[config.mk]
export PLATFORM = sky130hd
export DESIGN_NAME = adx_mul
export DESIGN_NICKNAME = d
export VERILOG_FILES = /design/src/adx_pkg.sv /design/src/adx_mul.sv
export SDC_FILE = /design/constraint.sdc
export NUM_CORES = 2
export LEC_CHECK = 0
export ABC_AREA = 1
export ABC_CLOCK_PERIOD_IN_PS = 8039
export BUFFER_PORTS_ARGS = -buffer_cell sky130_fd_sc_hd__buf_4
export CAP_MARGIN = 10
export CORE_ASPECT_RATIO = 0.5
export CORE_MARGIN = 3
export CORE_UTILIZATION = 50
export CTS_BUF_LIST = sky130_fd_sc_hd__clkbuf_8
export DETAILED_ROUTE_END_ITERATION = 6
export GPL_TIMING_DRIVEN = 0
export PLACE_DENSITY = 0.67
export SLEW_MARGIN = 20
export SYNTH_ARGS = -nofsm -noshare
export SYNTH_HDL_FRONTEND = slang
export SYNTH_SLANG_ARGS = --single-unit
[constraint.sdc]
create_clock -name clk -period 8.04 [get_ports clk]
set_input_delay 1.608 -clock clk [delete_from_list [all_inputs] [get_ports clk]]
set_output_delay 1.608 -clock clk [all_outputs]
set_load 0.05 [all_outputs]
[src/adx_pkg.sv]
// Shared types and constants for the ADX threshold trader.
`default_nettype none
package adx_pkg;

  // Shared divider operand widths
  localparam int DIV_NUM_W = 56;
  localparam int DIV_DEN_W = 33;
  localparam int DIV_CNT_W = 6;

  // Shared multiplier operand widths
  localparam int MUL_A_W = 32;
  localparam int MUL_B_W = 23;
  localparam int MUL_P_W = MUL_A_W + MUL_B_W;

  // 100 percent in Q16.16
  localparam logic [22:0] PCT_FULL = 23'd6553600;

  // Configuration register indexes
  typedef enum logic [1:0] {
    REG_PERIOD = 2'd0,
    REG_LIMIT  = 2'd1,
    REG_THRESH = 2'd2
  } cfg_reg_t;

  // Order codes
  typedef enum logic [1:0] {
    ORD_NONE = 2'd0,
    ORD_BUY  = 2'd1,
    ORD_SELL = 2'd2
  } order_t;

endpackage
`default_nettype wire

[src/adx_mul.sv]
// Shared unsigned multiplier with registered product.
`default_nettype none
module adx_mul (
  input  wire logic                        clk,
  input  wire logic [adx_pkg::MUL_A_W-1:0] a,
  input  wire logic [adx_pkg::MUL_B_W-1:0] b,
  output logic [adx_pkg::MUL_P_W-1:0]      p
);
  import adx_pkg::*;

  always_ff @(posedge clk) begin
    p <= MUL_P_W'(a) * MUL_P_W'(b);
  end
endmodule
`default_nettype wire

==> run_results.csv <==
group,metric,value,unit
grt,grt_usage,32.5,%
logic_synthesis,synth_seq_area_share,4.10,%
logic_synthesis,postSynthCellCount,3614,
setup_path,startpoint,"a[24]",
floorplanning,rows,59,
floorplanning,initial_utilization,51.1,%
final_layout,top_register,"p",
outcome,failed_checks,"DRC",
logic_synthesis,synth-main-ff-cell,"dfxtp_1",
placement,hpwl,77100,um
setup_path,cp_common_cell,"fa_1",
placement,port_buffers,110,
setup_path,path_class,"primary input to flop",
setup_path,required,8.29,ns
worst_hold_path,worst_hold_path.num_cells,3,
route,drtIter0Drc,2446,
route,route.detailed.drc,32,
final_layout,multi_input_area,20700,um^2
placement,gp_congestion,1.10,
final_layout,drive_gt1_share,6.22,%
setup_path,worstPathMaxFanout,10,
route,vias,22782,
clock_tree,cts_buffer_depth,2,
logic_synthesis,synth_nets,4478,
final_layout,largest_register_ffs,55,
setup_path,cp_cell_sequence,"buf_4 > clkbuf_1 > nand2_1 > fa_1 > fa_1 > fa_1 > fa_1 > inv_1 > fa_1 > fa_1 > inv_1 > fa_1 > inv_1 > ha_1 > nand2_1 > nor2_1 > inv_1 > nor2_1 > nand2_1 > nor2_1 > nand2_1 > nand4_1 > nand2_1",
grt,antenna_found_initial,2,
logic_synthesis,synth.avg_cell_area,7.43,um^2
clock_tree,root_buffer,"clkbuf_8",
grt,grt_pass1_wl,136000,um
logic_synthesis,synth_seq_cells,55,
clock_tree,cts.sinks,55,
logic_synthesis,syn-cell-area,26800,um^2
setup_path,start_kind,"primary input",
route,wirelength,89300,um
logic_synthesis,synth.most_common_cell,"inv_1",
sta,slew_headroom,32.8,%
grt,grt_max_degree,21,
floorplanning,chipHeight,170,um
sta,hold_violations,0,
sta,grt_setup_unrepaired,"true",
final_layout,syn2layout_area_growth,6.98,%
setup_path,crit_path_end,"p[53]$_DFF_P_",
clock_tree,cts_setup_buffers,0,
setup_path,crit_buf_inv,6,
setup_path,crit_family,"adder cells",
grt,grt.overflow.total,0,
sta,holdWs,1.52,ns
setup_path,cp-end-kind,"flop",
route,firstDrtPassIters,7,
final_layout,top_regs,"p (55)",
floorplanning,die_w,334,um
clock_tree,cts_tree,"built",
route,avgViaCountPerCell,5.14,
sta,timing.final.crit_share,98.5,%
logic_synthesis,ys_warn_count,0,
logic_synthesis,synth_top_area_share,46.8,%
logic_synthesis,synth_area_leaders,"fa_1 (47%), inv_1 (17%), nand2_1 (16%), ha_1 (8.4%), dfxtp_1 (4.1%)",
setup_path,slowest_delay,0.72,ns
floorplanning,die_area,56700,um^2
logic_synthesis,synth_cell_types,29,
worst_hold_path,min_path_type,"primary input to flop",
clock_tree,clk_pin_slew,0.13,ns
outcome,status,"finished, violations left",
clock_tree,htreeDepth,2,
job,cap_violations,0,
setup_path,path_depth,23,
setup_path,crit_path_top_delay_cell,"clkbuf_1",
final_layout,fill_cells,5023,
floorplanning,coreArea,52500,um^2
sta,slew_viol_final,0,
floorplanning,ios,111,
grt,grt_pass1_vias,22673,
route,wl_per_cell,20.2,um
final_layout,nets,4590,
clock_tree,cts_buffers,5,
sta,min_period,7.92,ns
route,ant_nets,0,
sta,setup_viol,0,
logic_synthesis,ys_async_sr_fraction,0,%
logic_synthesis,synth_top_cell_by_area,"fa_1",
logic_synthesis,synth_commonest_cells,"inv_1 (1194), nand2_1 (1118), fa_1 (627), ha_1 (181), clkbuf_1 (133)",
sta,fmax,0.126,GHz
logic_synthesis,synth_edf_count,0,
setup_path,arrival,8.17,ns
sta,worst_slew_pin_slew,1.01,ns
final_layout,regArea,1100,um^2
how the worst min path moves through the flow:
| stage | start | to | slack [ns] |
|---|---|---|---|
| 5_1_grt | b[0] | p[0]$_DFF_P_ | 1.52 |
| 4_1_cts | a[0] | p[0]$_DFF_P_ | 1.51 |
| 3_3_place_gp | a[0] | p[0]$_DFF_P_ | 1.87 |
| 6_report | b[0] | p[0]$_DFF_P_ | 1.52 |
| 2_1_floorplan | a[0] | p[0]$_DFF_P_ | 1.70 |
| 3_5_place_dp | a[0] | p[0]$_DFF_P_ | 1.88 |
final cells by class:
cell class	count	share of cell area (%)
Antenna cell	2	0.0174
Inverter	1200	15.7
Tap cell	701	3.05
Multi-Input combinational cell	2226	72.2
Clock buffer	5	0.240
Sequential cell	55	3.83
Clock inverter	3	0.118
Buffer	128	1.96
Timing Repair Buffer	110	2.88
metrics by stage:
step	TNS [ns]	utilization (%)	instance area, um^2	setup slack [ns]	instances
floorplan	0	-	26800	1.14	3614
global placement	-2.23	54.4	28500	-0.196	4425
detailed placement	-3.33	54.4	28500	-0.251	4425
CTS	0	54.6	28600	0.0785	4433
global route	-0.00422	54.7	28700	-0.00422	4428
finish	0	54.7	28700	0.122	4430
layer usage:
| metal | GRT usage, % | share of wire, % |
|---|---|---|
| met5 | 0 | 0.13 |
| met4 | 10.3 | 4.1 |
| met3 | 13.7 | 16 |
| met2 | 46.9 | 40 |
| met1 | 44.4 | 40 |
kinds of logic after synthesis:
family	count (synthesis)	share of synthesized area, %
AOI/OAI and AO/OA	56	1.16
xor gates and xnor gates	35	1.14
adders and majority gates	808	55.2
buffers and inverters	1333	18.6
DFF	55	4.10
and+or+nand+nor	1327	19.8
what timing repair did:
action / in CTS / in global routing
resized for setup: 0 / 146
endpoints found under the setup margin: 0 / 33
hold buffers: 0 / 0
placed cells by master, fill, tap and decap left out, types with 4 or more instances in the layout:
cell and n:
nand4_1 11, nand2_2 18, nor3_2 4, o21ai_0 6
inv_2 6, buf_4 110, and2_1 7, dfxtp_1 55
xnor2_1 4, nand3_2 5, ha_1 181, nor3_1 7
nor2_1 76, inv_1 1194, nand2_1 1118, fa_1 627
nor2_4 6, nand3_1 55, clkbuf_8 5, clkbuf_1 67
clkbuf_2 60, a21oi_1 38, o21bai_1 4, xor2_1 31
nor2_2 14
worst min-delay path: stages:
cell and delay (ns):
buf_4 0.12, nand2_1 0.06, inv_1 0.06
Power is left out: the tool's default activity adds up to more than one toggle a clock period on the data nets, which glitch-free logic cannot reach.
