===== src/adx_pkg.sv =====
// Shared types and constants for the ADX threshold trader.
`default_nettype none
package adx_pkg;

  // Shared divider operand widths
  localparam int DIV_NUM_W = 56;
  localparam int DIV_DEN_W = 33;
  localparam int DIV_CNT_W = 6;

  // Shared multiplier operand widths
  localparam int MUL_A_W = 32;
  localparam int MUL_B_W = 23;
  localparam int MUL_P_W = MUL_A_W + MUL_B_W;

  // 100 percent in Q16.16
  localparam logic [22:0] PCT_FULL = 23'd6553600;

  // Configuration register indexes
  typedef enum logic [1:0] {
    REG_PERIOD = 2'd0,
    REG_LIMIT  = 2'd1,
    REG_THRESH = 2'd2
  } cfg_reg_t;

  // Order codes
  typedef enum logic [1:0] {
    ORD_NONE = 2'd0,
    ORD_BUY  = 2'd1,
    ORD_SELL = 2'd2
  } order_t;

endpackage
`default_nettype wire


===== src/adx_div.sv =====
// Restoring divider, one quotient bit per cycle.
`default_nettype none
module adx_div (
  input  wire logic                          clk,
  input  wire logic                          rst,
  input  wire logic                          start,
  input  wire logic [adx_pkg::DIV_NUM_W-1:0] num,
  input  wire logic [adx_pkg::DIV_DEN_W-1:0] den,
  output logic                               done,
  output logic [adx_pkg::DIV_NUM_W-1:0]      quot
);
  import adx_pkg::*;

  logic                 busy;
  logic [DIV_CNT_W-1:0] cnt;
  logic [DIV_DEN_W-1:0] rem;
  logic [DIV_DEN_W-1:0] dvs;
  logic [DIV_NUM_W-1:0] nq;
  logic [DIV_DEN_W:0]   trial;
  logic                 fits;

  // Trial subtraction for the current bit
  assign trial = {rem, nq[DIV_NUM_W-1]};
  assign fits  = trial >= {1'b0, dvs};
  assign quot  = nq;

  always_ff @(posedge clk) begin
    if (rst) begin
      busy <= 1'b0;
      done <= 1'b0;
      cnt  <= '0;
    end else begin
      done <= 1'b0;
      if (start) begin
        busy <= 1'b1;
        cnt  <= '0;
        rem  <= '0;
        nq   <= num;
        dvs  <= den;
      end else if (busy) begin
        if (fits) begin
          rem <= DIV_DEN_W'(trial - {1'b0, dvs});
        end else begin
          rem <= trial[DIV_DEN_W-1:0];
        end
        nq  <= {nq[DIV_NUM_W-2:0], fits};
        cnt <= cnt + 1'b1;
        if (cnt == DIV_CNT_W'(DIV_NUM_W - 1)) begin
          busy <= 1'b0;
          done <= 1'b1;
        end
      end
    end
  end
endmodule
`default_nettype wire


===== config.mk =====
export PLATFORM = sky130hd
export DESIGN_NAME = adx_div
export DESIGN_NICKNAME = d
export VERILOG_FILES = /design/src/adx_pkg.sv /design/src/adx_div.sv
export SDC_FILE = /design/constraint.sdc
export NUM_CORES = 1
export LEC_CHECK = 0
export ABC_AREA = 1
export BUFFER_PORTS_ARGS = -buffer_cell sky130_fd_sc_hd__buf_2
export CAP_MARGIN = 20
export CELL_PAD_IN_SITES_DETAIL_PLACEMENT = 1
export CELL_PAD_IN_SITES_GLOBAL_PLACEMENT = 1
export CORE_ASPECT_RATIO = 2
export CORE_UTILIZATION = 45
export CTS_CLUSTER_SIZE = 12
export DETAILED_ROUTE_END_ITERATION = 12
export PLACE_DENSITY = 0.95
export SLEW_MARGIN = 20
export SYNTH_ARGS = -nofsm -noshare
export SYNTH_HDL_FRONTEND = slang
export SYNTH_SLANG_ARGS = --single-unit

===== constraint.sdc =====
create_clock -name clk -period 10.3 [get_ports clk]
set_clock_uncertainty 0.1 [all_clocks]
set_input_delay 1.545 -clock clk [delete_from_list [all_inputs] [get_ports clk]]
set_output_delay 1.545 -clock clk [all_outputs]
set_load 0.02 [all_outputs]

==> results of run 1 <==
==> flip-flops by register name (all words and copies together), names as in the netlist <==
signal / count
busy: 1
cnt: 6
done: 1
dvs: 33
quot: 56
rem: 33
==> kinds of logic (layout without fill, tap and decap cells) <==
| kind of cell | count (synthesis) | in the layout | share of synthesized area, % |
|---|---|---|---|
| xor gates and xnor gates | 15 | 15 | 1.53 |
| AOI/OAI and AO/OA | 28 | 28 | 1.76 |
| and+or+nand+nor | 694 | 694 | 36.1 |
| buffers and inverters | 230 | 391 | 11.1 |
| adders and majority gates | 35 | 35 | 5.18 |
| DFF | 130 | 130 | 44.4 |
==> power groups by stage <==
stage | combinational, W | sequential, W | clock [W]
final | 0.000473 | 0.000653 | 0.000573
after global routing | 0.000517 | 0.000656 | 0.000586
after CTS | 0.000467 | 0.000653 | 0.000572
after detailed placement | 0.000445 | 0.000661 | 0
after global placement | 0.000421 | 0.000660 | 0
after floorplan | 0.000296 | 0.000677 | 0
==> cell usage after synthesis, types with 2 or more instances <==
master / count / area, um^2
a21o_1: 2 / 15.0
a21oi_1: 20 / 100
and2_1: 10 / 62.6
buf_12: 3 / 60.1
buf_4: 4 / 30.0
buf_6: 3 / 33.8
clkbuf_1: 12 / 45.0
dfxtp_1: 8 / 160
edfxtp_1: 122 / 3660
ha_1: 34 / 425
inv_1: 197 / 739
inv_2: 7 / 26.3
nand2_1: 461 / 1730
nand2_2: 21 / 131
nand2_4: 3 / 33.8
nand2_8: 2 / 40.0
nand3_1: 31 / 155
nand3_2: 21 / 210
nand3_4: 2 / 35.0
nand3b_1: 5 / 37.5
nand4_1: 9 / 56.3
nor2_1: 96 / 360
nor2_2: 16 / 100
nor2_4: 6 / 67.6
nor3_1: 3 / 15.0
nor3b_1: 3 / 22.5
o21ai_0: 3 / 15.0
or2_2: 2 / 12.5
xor2_1: 14 / 123
==> final timing paths <==
| check | start | endpoint | slack [ps] | depth (start not counted) |
|---|---|---|---|---|
| worst max register to register | rem[28] | rem[18] | 7260 | 10 |
| worst min register to register | cnt[1] | cnt[1] | 440 | 2 |
| worst max-delay path | start | quot[17] | 6350 | 6 |
| worst min-delay path | cnt[1] | cnt[1] | 440 | 2 |
==> metrics by stage <==
stage | total power (W) | utilization (%) | setup slack (ps) | hold slack, ps
3_3_place_gp | 0.00108 | 50.9 | 5990 | 378
4_1_cts | 0.00169 | 53.7 | 6360 | 433
3_5_place_dp | 0.00111 | 50.9 | 5890 | 424
5_1_grt | 0.00176 | 53.9 | 6150 | 450
2_1_floorplan | 0.000972 | - | 3350 | 356
6_report | 0.00170 | 53.9 | 6350 | 438
==> metal layers <==
layer,routed length (um),global-route usage [%]
met1,9490,27.9
met2,17200,63.0
met3,1280,6.09
met4,2490,26.5
met5,0,0
==> layout make-up <==
class | count | area share, %
flip-flops and latches | 130 | 37.9
well taps | 255 | 3.16
inverters | 206 | 7.67
clock inverters | 8 | 0.570
repair buffers | 153 | 7.91
clock buffers | 24 | 4.67
multi-input cells | 772 | 38.1
==> worst max-delay path, cell delays in order <==
cell     delay [ps]
buf_2            80
buf_4           490
inv_2           490
buf_4           460
a21oi_4         230
buf_4           580
==> flow_metrics.py, run 1 <==
metrics = {
    "sta": {
        "slew_viol_final": 0,
        "finalCritPeriodShare_pct": 38.4,
        "rsz0062_at_grt": "false",
        "period_needed_ps": 3950,
        "hold_viol": 0,
        "setup_viol": 0,
        "fmax_ghz": 0.253,
        "relSlewSlack_pct": 47.7,
        "fin_tns_setup_ps": 0,
        "tightest_slew_ps": 784,
    },
    "power": {
        "combPwrFrac_pct": 27.8,
        "p_switching_w": 0.000606,
        "power.internal_w": 0.00109,
        "power.density_nw_per_um2": 168,
        "ir_drop_uv": 170,
        "netSwitchingFraction_pct": 35.7,
        "seq_power_share_pct": 38.4,
        "p_leak_nw": 5.32,
        "pwr-share-clk_pct": 33.7,
    },
    "final_layout": {
        "fillCellCount": 2405,
        "mostFrequentLayoutCell": "nand2_1",
        "regArea_um2": 3820,
        "final_cells": 1548,
        "antenna_cells": 0,
        "nNetsFinal": 1407,
        "multi_input_area_um2": 3850,
        "drive_gt1_share_pct": 20.5,
        "area_growth_pct": 17.3,
        "final_cell_mix": "nand2_1, inv_1, buf_2",
        "final_area_um2": 10100,
    },
    "clock_tree": {
        "cts.sinks": 130,
        "clkTransAtPathRegs_ps": 70,
        "post_cts_buffers": 0,
        "numCtsBuffers": 17,
        "cts_tree": "yes",
        "h-tree-depth": 4,
        "cts_resized": 0,
        "cts_hold_buffers": 0,
        "worstSkewPairLatency_ps": 460,
        "cts-root-buf": "clkbuf_16",
        "clock_path_buffers": 2,
    },
    "global_routing": {
        "overflow": 0,
        "grt_use_total_pct": 32.6,
        "grt_pass1_vias": 9142,
        "grt_pass1_wl_um": 47400,
        "grt_start_max_net_pins": 61,
        "antenna_found_initial": 0,
    },
    "floorplan": {
        "coreArea_um2": 18700,
        "initial_core_util_pct": 45.9,
        "dieWidth_um": 99.8,
        "die_area_um2": 19700,
        "num_rows": 71,
        "dieHeight_um": 198,
        "io_pins": 149,
    },
    "placed_design": {
        "gp_congestion": 0.923,
        "dp_hpwl_um": 20600,
        "placedInstanceArea_um2": 9540,
        "dp.cells": 1515,
        "io_buffers": 148,
    },
    "drt": {
        "drc_errors": 0,
        "avgViaCountPerCell": 5.22,
        "drtAntennaViolNets": 0,
        "first_iter_violations": 342,
        "drtPass1Iterations": 4,
        "routed_wl_um": 30500,
        "routed-via-count": 8081,
        "routedWlPerCell_um": 19.7,
    },
    "synthesis": {
        "postSynthAreaPerCell_um2": 7.60,
        "synth_seq_cells": 130,
        "synthArstFlopShare_pct": 0,
        "synth_warnings": 0,
        "ys_types": 41,
        "synthCells": 1132,
        "synthFlopType": "edfxtp_1",
        "synth_edf_count": 122,
        "syn-num-nets": 1259,
        "netlist_area_um2": 8610,
        "synth-seq-area-share_pct": 44.4,
    },
    "setup_path": {
        "crit_path_end_kind": "flop",
        "timing_worst_setup_path_type": "primary input to flop",
        "critPathLaunchType": "primary input",
        "crit_required_ps": 10280,
        "cp.arrival_ps": 3930,
        "worst-path-max-fanout": 60,
    },
    "run_status": {
        "status": "finished, final reports clean",
    },
    "job": {
        "drv_cap": 0,
    },
    "hold_path": {
        "hold_path_class": "flop to flop",
    },
}
Power figures use the tool's default switching activity.
==> run 2, diff against run 1 <==
--- a/config.mk
+++ b/config.mk
@@ -5,16 +5,16 @@
 export SDC_FILE = /design/constraint.sdc
 export NUM_CORES = 1
 export LEC_CHECK = 0
-export ABC_AREA = 1
+export ABC_AREA = 0
 export BUFFER_PORTS_ARGS = -buffer_cell sky130_fd_sc_hd__buf_2
 export CAP_MARGIN = 20
 export CELL_PAD_IN_SITES_DETAIL_PLACEMENT = 1
 export CELL_PAD_IN_SITES_GLOBAL_PLACEMENT = 1
 export CORE_ASPECT_RATIO = 2
-export CORE_UTILIZATION = 45
+export CORE_UTILIZATION = 44
 export CTS_CLUSTER_SIZE = 12
 export DETAILED_ROUTE_END_ITERATION = 12
-export PLACE_DENSITY = 0.95
+export PLACE_DENSITY = 0.93
 export SLEW_MARGIN = 20
 export SYNTH_ARGS = -nofsm -noshare
 export SYNTH_HDL_FRONTEND = slang
==> constraint.sdc (replaced) <==
create_clock -name clk -period 4 [get_ports clk]
set_clock_uncertainty 0.1 [all_clocks]
set_input_delay 0.6 -clock clk [delete_from_list [all_inputs] [get_ports clk]]
set_output_delay 0.6 -clock clk [all_outputs]
set_load 0.02 [all_outputs]
==> flow_metrics.py, run 2 <==
metrics = {
    "job": {
        "drv_cap": 0,
    },
    "global_routing": {
        "overflow": 0,
        "grt_start_max_net_pins": 69,
        "grt_pass1_vias": 6679,
        "grt_pass1_wl_um": 35000,
        "antenna_found_initial": 0,
        "grt_use_total_pct": 27.7,
    },
    "final_layout": {
        "regArea_um2": 3820,
        "final_area_um2": 8750,
        "fillCellCount": 1810,
        "largest_register_ffs": 56,
        "multi_input_area_um2": 3160,
        "area_growth_pct": 20.3,
        "nNetsFinal": 903,
        "final_cell_mix": "buf_2, edfxtp_1, nand2_1",
        "mostFrequentLayoutCell": "buf_2",
        "antenna_cells": 0,
        "final_cells": 993,
        "drive_gt1_share_pct": 32.4,
    },
    "power": {
        "power_w": 0.00421,
        "seq_power_share_pct": 40.2,
        "power.density_nw_per_um2": 481,
        "ir_drop_uv": 314,
        "netSwitchingFraction_pct": 31.7,
        "p_leak_nw": 3.62,
        "power.internal_w": 0.00288,
        "p_switching_w": 0.00133,
        "combPwrFrac_pct": 25.0,
        "pwr-share-clk_pct": 34.8,
    },
    "setup_path": {
        "worst-path-max-fanout": 35,
        "r2r_start": "rem[22]",
        "timing_worst_setup_path_type": "flop to flop",
        "reg2reg_to": "rem[23]",
        "critPathLaunch": "rem[22]",
        "crit_required_ps": 4170,
        "r2r_setup_slack_ps": 280,
        "critPathLaunchType": "flop",
        "crit_path_end_kind": "flop",
        "worst_r2r_path_depth": 9,
        "critPathCapture": "rem[23]",
        "cp.arrival_ps": 3890,
    },
    "clock_tree": {
        "worstSkewPairLatency_ps": 430,
        "cts_hold_buffers": 0,
        "clock_path_buffers": 2,
        "post_cts_buffers": 0,
        "cts.sinks": 130,
        "h-tree-depth": 4,
        "cts_tree": "yes",
        "numCtsBuffers": 17,
        "cts_resized": 0,
        "clkTransAtPathRegs_ps": 60,
        "cts-root-buf": "clkbuf_16",
    },
    "floorplan": {
        "initial_core_util_pct": 44.9,
        "coreArea_um2": 16200,
        "die_area_um2": 17100,
        "dieHeight_um": 184,
        "num_rows": 66,
        "io_pins": 149,
        "dieWidth_um": 92.9,
    },
    "synthesis": {
        "ys_types": 67,
        "synth-seq-area-share_pct": 52.6,
        "synth_common_cells": "edfxtp_1, nand2_1, a21oi_1, mux2_2, inv_1",
        "netlist_area_um2": 7270,
        "synthCells": 629,
        "synth_most_common_cell": "edfxtp_1",
        "synth_warnings": 0,
        "syn-num-nets": 756,
        "synthFlopType": "edfxtp_1",
        "ys_top_cells_by_area": "edfxtp_1, mux2_2, ha_1",
        "synth_edf_count": 122,
        "postSynthAreaPerCell_um2": 11.6,
        "synthArstFlopShare_pct": 0,
        "synth_seq_cells": 130,
        "yosys.area.top_type": "edfxtp_1",
        "netlist.area_leader.share_pct": 50.4,
    },
    "drt": {
        "drtAntennaViolNets": 0,
        "first_iter_violations": 246,
        "avgViaCountPerCell": 5.90,
        "routed-via-count": 5857,
        "drc_errors": 0,
        "routedWlPerCell_um": 22.9,
        "routed_wl_um": 22700,
        "drtPass1Iterations": 4,
    },
    "placed_design": {
        "gp_congestion": 0.894,
        "dp.cells": 960,
        "placedInstanceArea_um2": 8200,
        "dp_hpwl_um": 15900,
        "io_buffers": 148,
        "post-place-ws_ps": 431,
    },
    "sta": {
        "timing.final.ws_setup_ps": 280,
        "finalCritPeriodShare_pct": 93.0,
        "period_needed_ps": 3720,
        "relSlewSlack_pct": 28.9,
        "rsz0062_at_grt": "false",
        "hold_viol": 0,
        "fin_tns_setup_ps": 0,
        "fmax_ghz": 0.269,
        "slew_viol_final": 0,
        "setup_viol": 0,
        "tightest_slew_ps": 1060,
    },
    "hold_path": {
        "hold_path_class": "primary input to flop",
    },
    "run_status": {
        "status": "finished, final reports clean",
    },
}
-- run 2: power by group through the flow --
stage | sequential (W) | clock [W] | combinational, W
finish | 0.00169 | 0.00146 | 0.00105
detailed placement | 0.00171 | 0 | 0.00101
global placement | 0.00171 | 0 | 0.000966
CTS | 0.00169 | 0.00147 | 0.00104
floorplan | 0.00174 | 0 | 0.000677
global route | 0.00170 | 0.00151 | 0.00113
-- run 2: how the worst min path moves through the flow --
stage	startpoint	end	depth (start not counted)
floorplan	cnt[5]	cnt[5]	2
global placement	cnt[5]	cnt[5]	2
detailed placement	cnt[5]	cnt[5]	2
CTS	den[3]	dvs[3]	1
global route	den[14]	dvs[14]	1
finish	den[12]	dvs[12]	1
-- run 2: final cells by class --
type                    count  share of cell area (%)
clock buffers              20                    4.99
clock inverters            12                    1.04
inverters                  43                    1.85
multi-input cells         429                    36.1
flip-flops and latches    130                    43.7
well taps                 204                    2.92
repair buffers            155                    9.38
-- run 2: kinds of logic after synthesis --
| logic type | share of synthesized area (%) |
|---|---|
| flops | 52.6 |
| xor+xnor | 3.25 |
| compound gates | 14.1 |
| mux | 8.95 |
| simple gates | 10.8 |
| buf+inv | 4.18 |
| fa+ha+maj | 6.13 |
-- run 2: critical path: stages (launching register included) --
cell      delay, ps
edfxtp_1        410
ha_1            490
and3_1          230
nand2_1         130
nor4b_2         430
a31oi_4         180
nor3b_4         200
a21oi_4         840
o21ai_0         290
a21oi_1         250
-- run 2: layer usage --
metal | track usage [%] | vias up | wire length (um)
met5 | 0 | - | 0
met2 | 54.0 | 266 | 13000
li1 | - | 2624 | -
met3 | 7.20 | 81 | 1370
met1 | 24.2 | 2886 | 7220
met4 | 16.7 | 0 | 1140
-- run 2: stage by stage --
step                hold WS [ps]  utilization [%]
detailed placement           422             50.7
global placement             371             50.7
floorplan                    354                -
finish                       243             54.0
CTS                          234             53.9
global route                 236             54.0
==> run 3, diff against run 2 <==
--- a/config.mk
+++ b/config.mk
@@ -11,10 +11,10 @@
 export CELL_PAD_IN_SITES_DETAIL_PLACEMENT = 1
 export CELL_PAD_IN_SITES_GLOBAL_PLACEMENT = 1
 export CORE_ASPECT_RATIO = 2
-export CORE_UTILIZATION = 44
+export CORE_UTILIZATION = 40
 export CTS_CLUSTER_SIZE = 12
 export DETAILED_ROUTE_END_ITERATION = 12
-export PLACE_DENSITY = 0.93
+export PLACE_DENSITY = 0.87
 export SLEW_MARGIN = 20
 export SYNTH_ARGS = -nofsm -noshare
 export SYNTH_HDL_FRONTEND = slang
==> flow_metrics.py, run 3 (same netlist as run 2, synthesis figures left out) <==
metrics = {
    "run_status": {
        "status": "finished, final reports clean",
    },
    "hold_path": {
        "hold_path_class": "primary input to flop",
        "hold_path.startpoint": "den[15]",
        "whs_endpoint": "dvs[15]",
        "min_path_cells": 1,
    },
    "sta": {
        "fin_tns_setup_ps": 0,
        "slew_viol_final": 0,
        "finalCritPeriodShare_pct": 88.6,
        "hold_viol": 0,
        "fmax_ghz": 0.282,
        "holdWs_ps": 246,
        "timing.final.ws_setup_ps": 456,
        "period_needed_ps": 3540,
        "relSlewSlack_pct": 32.7,
        "tightest_slew_ps": 1010,
        "setup_viol": 0,
        "rsz0062_at_grt": "false",
    },
    "setup_path": {
        "timing_worst_setup_path_type": "flop to flop",
        "r2r_setup_slack_ps": 460,
        "worst_r2r_path_depth": 12,
        "critPathLaunchType": "flop",
        "worst-path-max-fanout": 35,
        "crit_required_ps": 4080,
        "cp.arrival_ps": 3620,
        "r2r_start": "quot[55]",
        "reg2reg_to": "rem[28]",
        "crit_path_end_kind": "flop",
    },
    "drt": {
        "avgViaCountPerCell": 5.71,
        "first_iter_violations": 211,
        "drc_errors": 0,
        "drtAntennaViolNets": 0,
        "routed_wl_um": 21900,
        "routedWlPerCell_um": 21.8,
        "drtPass1Iterations": 4,
        "routed-via-count": 5730,
    },
    "placed_design": {
        "dp_hpwl_um": 15400,
        "dp.cells": 970,
        "post-place-ws_ps": 547,
        "gp_congestion": 0.852,
        "io_buffers": 148,
    },
    "clock_tree": {
        "clkTransAtPathRegs_ps": 60,
        "worstSkewPairLatency_ps": 430,
        "post_cts_buffers": 0,
        "cts-root-buf": "clkbuf_16",
        "h-tree-depth": 4,
        "cts_hold_buffers": 0,
        "cts_tree": "yes",
        "clock_path_buffers": 2,
        "numCtsBuffers": 17,
        "cts.sinks": 130,
        "cts_resized": 0,
    },
    "final_layout": {
        "multi_input_area_um2": 3160,
        "area_growth_pct": 21.1,
        "fillCellCount": 1961,
        "final_cell_mix": "buf_2, edfxtp_1, nand2_1",
        "antenna_cells": 0,
        "drive_gt1_share_pct": 33.0,
        "regArea_um2": 3820,
        "nNetsFinal": 904,
        "final_cells": 1003,
        "largest_register_ffs": 56,
        "mostFrequentLayoutCell": "buf_2",
    },
    "job": {
        "drv_cap": 0,
    },
    "power": {
        "p_leak_nw": 3.65,
        "power_w": 0.00423,
        "ir_drop_uv": 307,
        "power.density_nw_per_um2": 481,
    },
    "floorplan": {
        "num_rows": 69,
        "die_area_um2": 18800,
        "dieWidth_um": 97.3,
        "dieHeight_um": 193,
        "initial_core_util_pct": 40.9,
        "coreArea_um2": 17800,
        "io_pins": 149,
    },
    "global_routing": {
        "antenna_found_initial": 0,
        "grt_pass1_wl_um": 34000,
        "grt_pass1_vias": 6416,
        "overflow": 0,
        "grt_start_max_net_pins": 68,
        "grt_use_total_pct": 24.0,
    },
}
-- run 3: changes by cell type in the layout (fill, tap and decap cells not counted) --
cell	delta
buf_12	-1
buf_16	+1
buf_4	+1
clkbuf_8	+3
clkinv_1	-4
clkinv_2	+1
-- run 3: final cells by class --
class                      instances  area share, %
timing repair buffer             156           9.49
multi-input combinational        429           35.9
tap                              213           3.03
clock buffer                      23           5.43
inverter                          43           1.83
sequential                       130           43.4
clock inverter                     9          0.924
-- run 3: how the worst max path moves through the flow --
stage	start	end	slack [ps]	cells after the start
after detailed placement	quot[55]	rem[28]	550	12
after global routing	quot[55]	rem[28]	270	12
after floorplan	start	quot[0]	10	4
after global placement	quot[55]	rem[28]	640	12
final	quot[55]	rem[28]	460	12
after CTS	quot[55]	rem[28]	440	12
-- run 3: through the flow --
| step | utilization, % | area [um^2] |
|---|---|---|
| 3_3_place_gp | 46.2 | 8220 |
| 4_1_cts | 49.4 | 8780 |
| 5_1_grt | 49.5 | 8800 |
| 2_1_floorplan | - | 7270 |
| 6_report | 49.5 | 8800 |
| 3_5_place_dp | 46.2 | 8220 |
-- run 3: power breakdown --
group          switching, W  internal [W]
sequential        0.0000584       0.00163
clock              0.000607      0.000901
combinational      0.000630      0.000406
total               0.00130       0.00294
-- run 3: critical path, cell delays in order (launching register included) --
cell	delay (ps)
edfxtp_1	430
inv_1	90
ha_1	170
inv_1	60
fa_1	430
a211oi_1	270
o21a_1	240
nor3_2	60
a211oi_2	340
a31o_2	280
a21oi_4	250
and4_1	300
a311o_1	270
-- run 3: per-layer routing --
layer / up-vias / global-route usage [%] / wire length, um / share of wire, %
met1: 2820 / 21.3 / 7270 / 33
met3: 71 / 5.51 / 1080 / 4.9
met5: - / 0 / 0 / 0
li1: 2633 / - / - / -
met4: 0 / 13.7 / 1030 / 4.7
met2: 206 / 48.1 / 12500 / 57
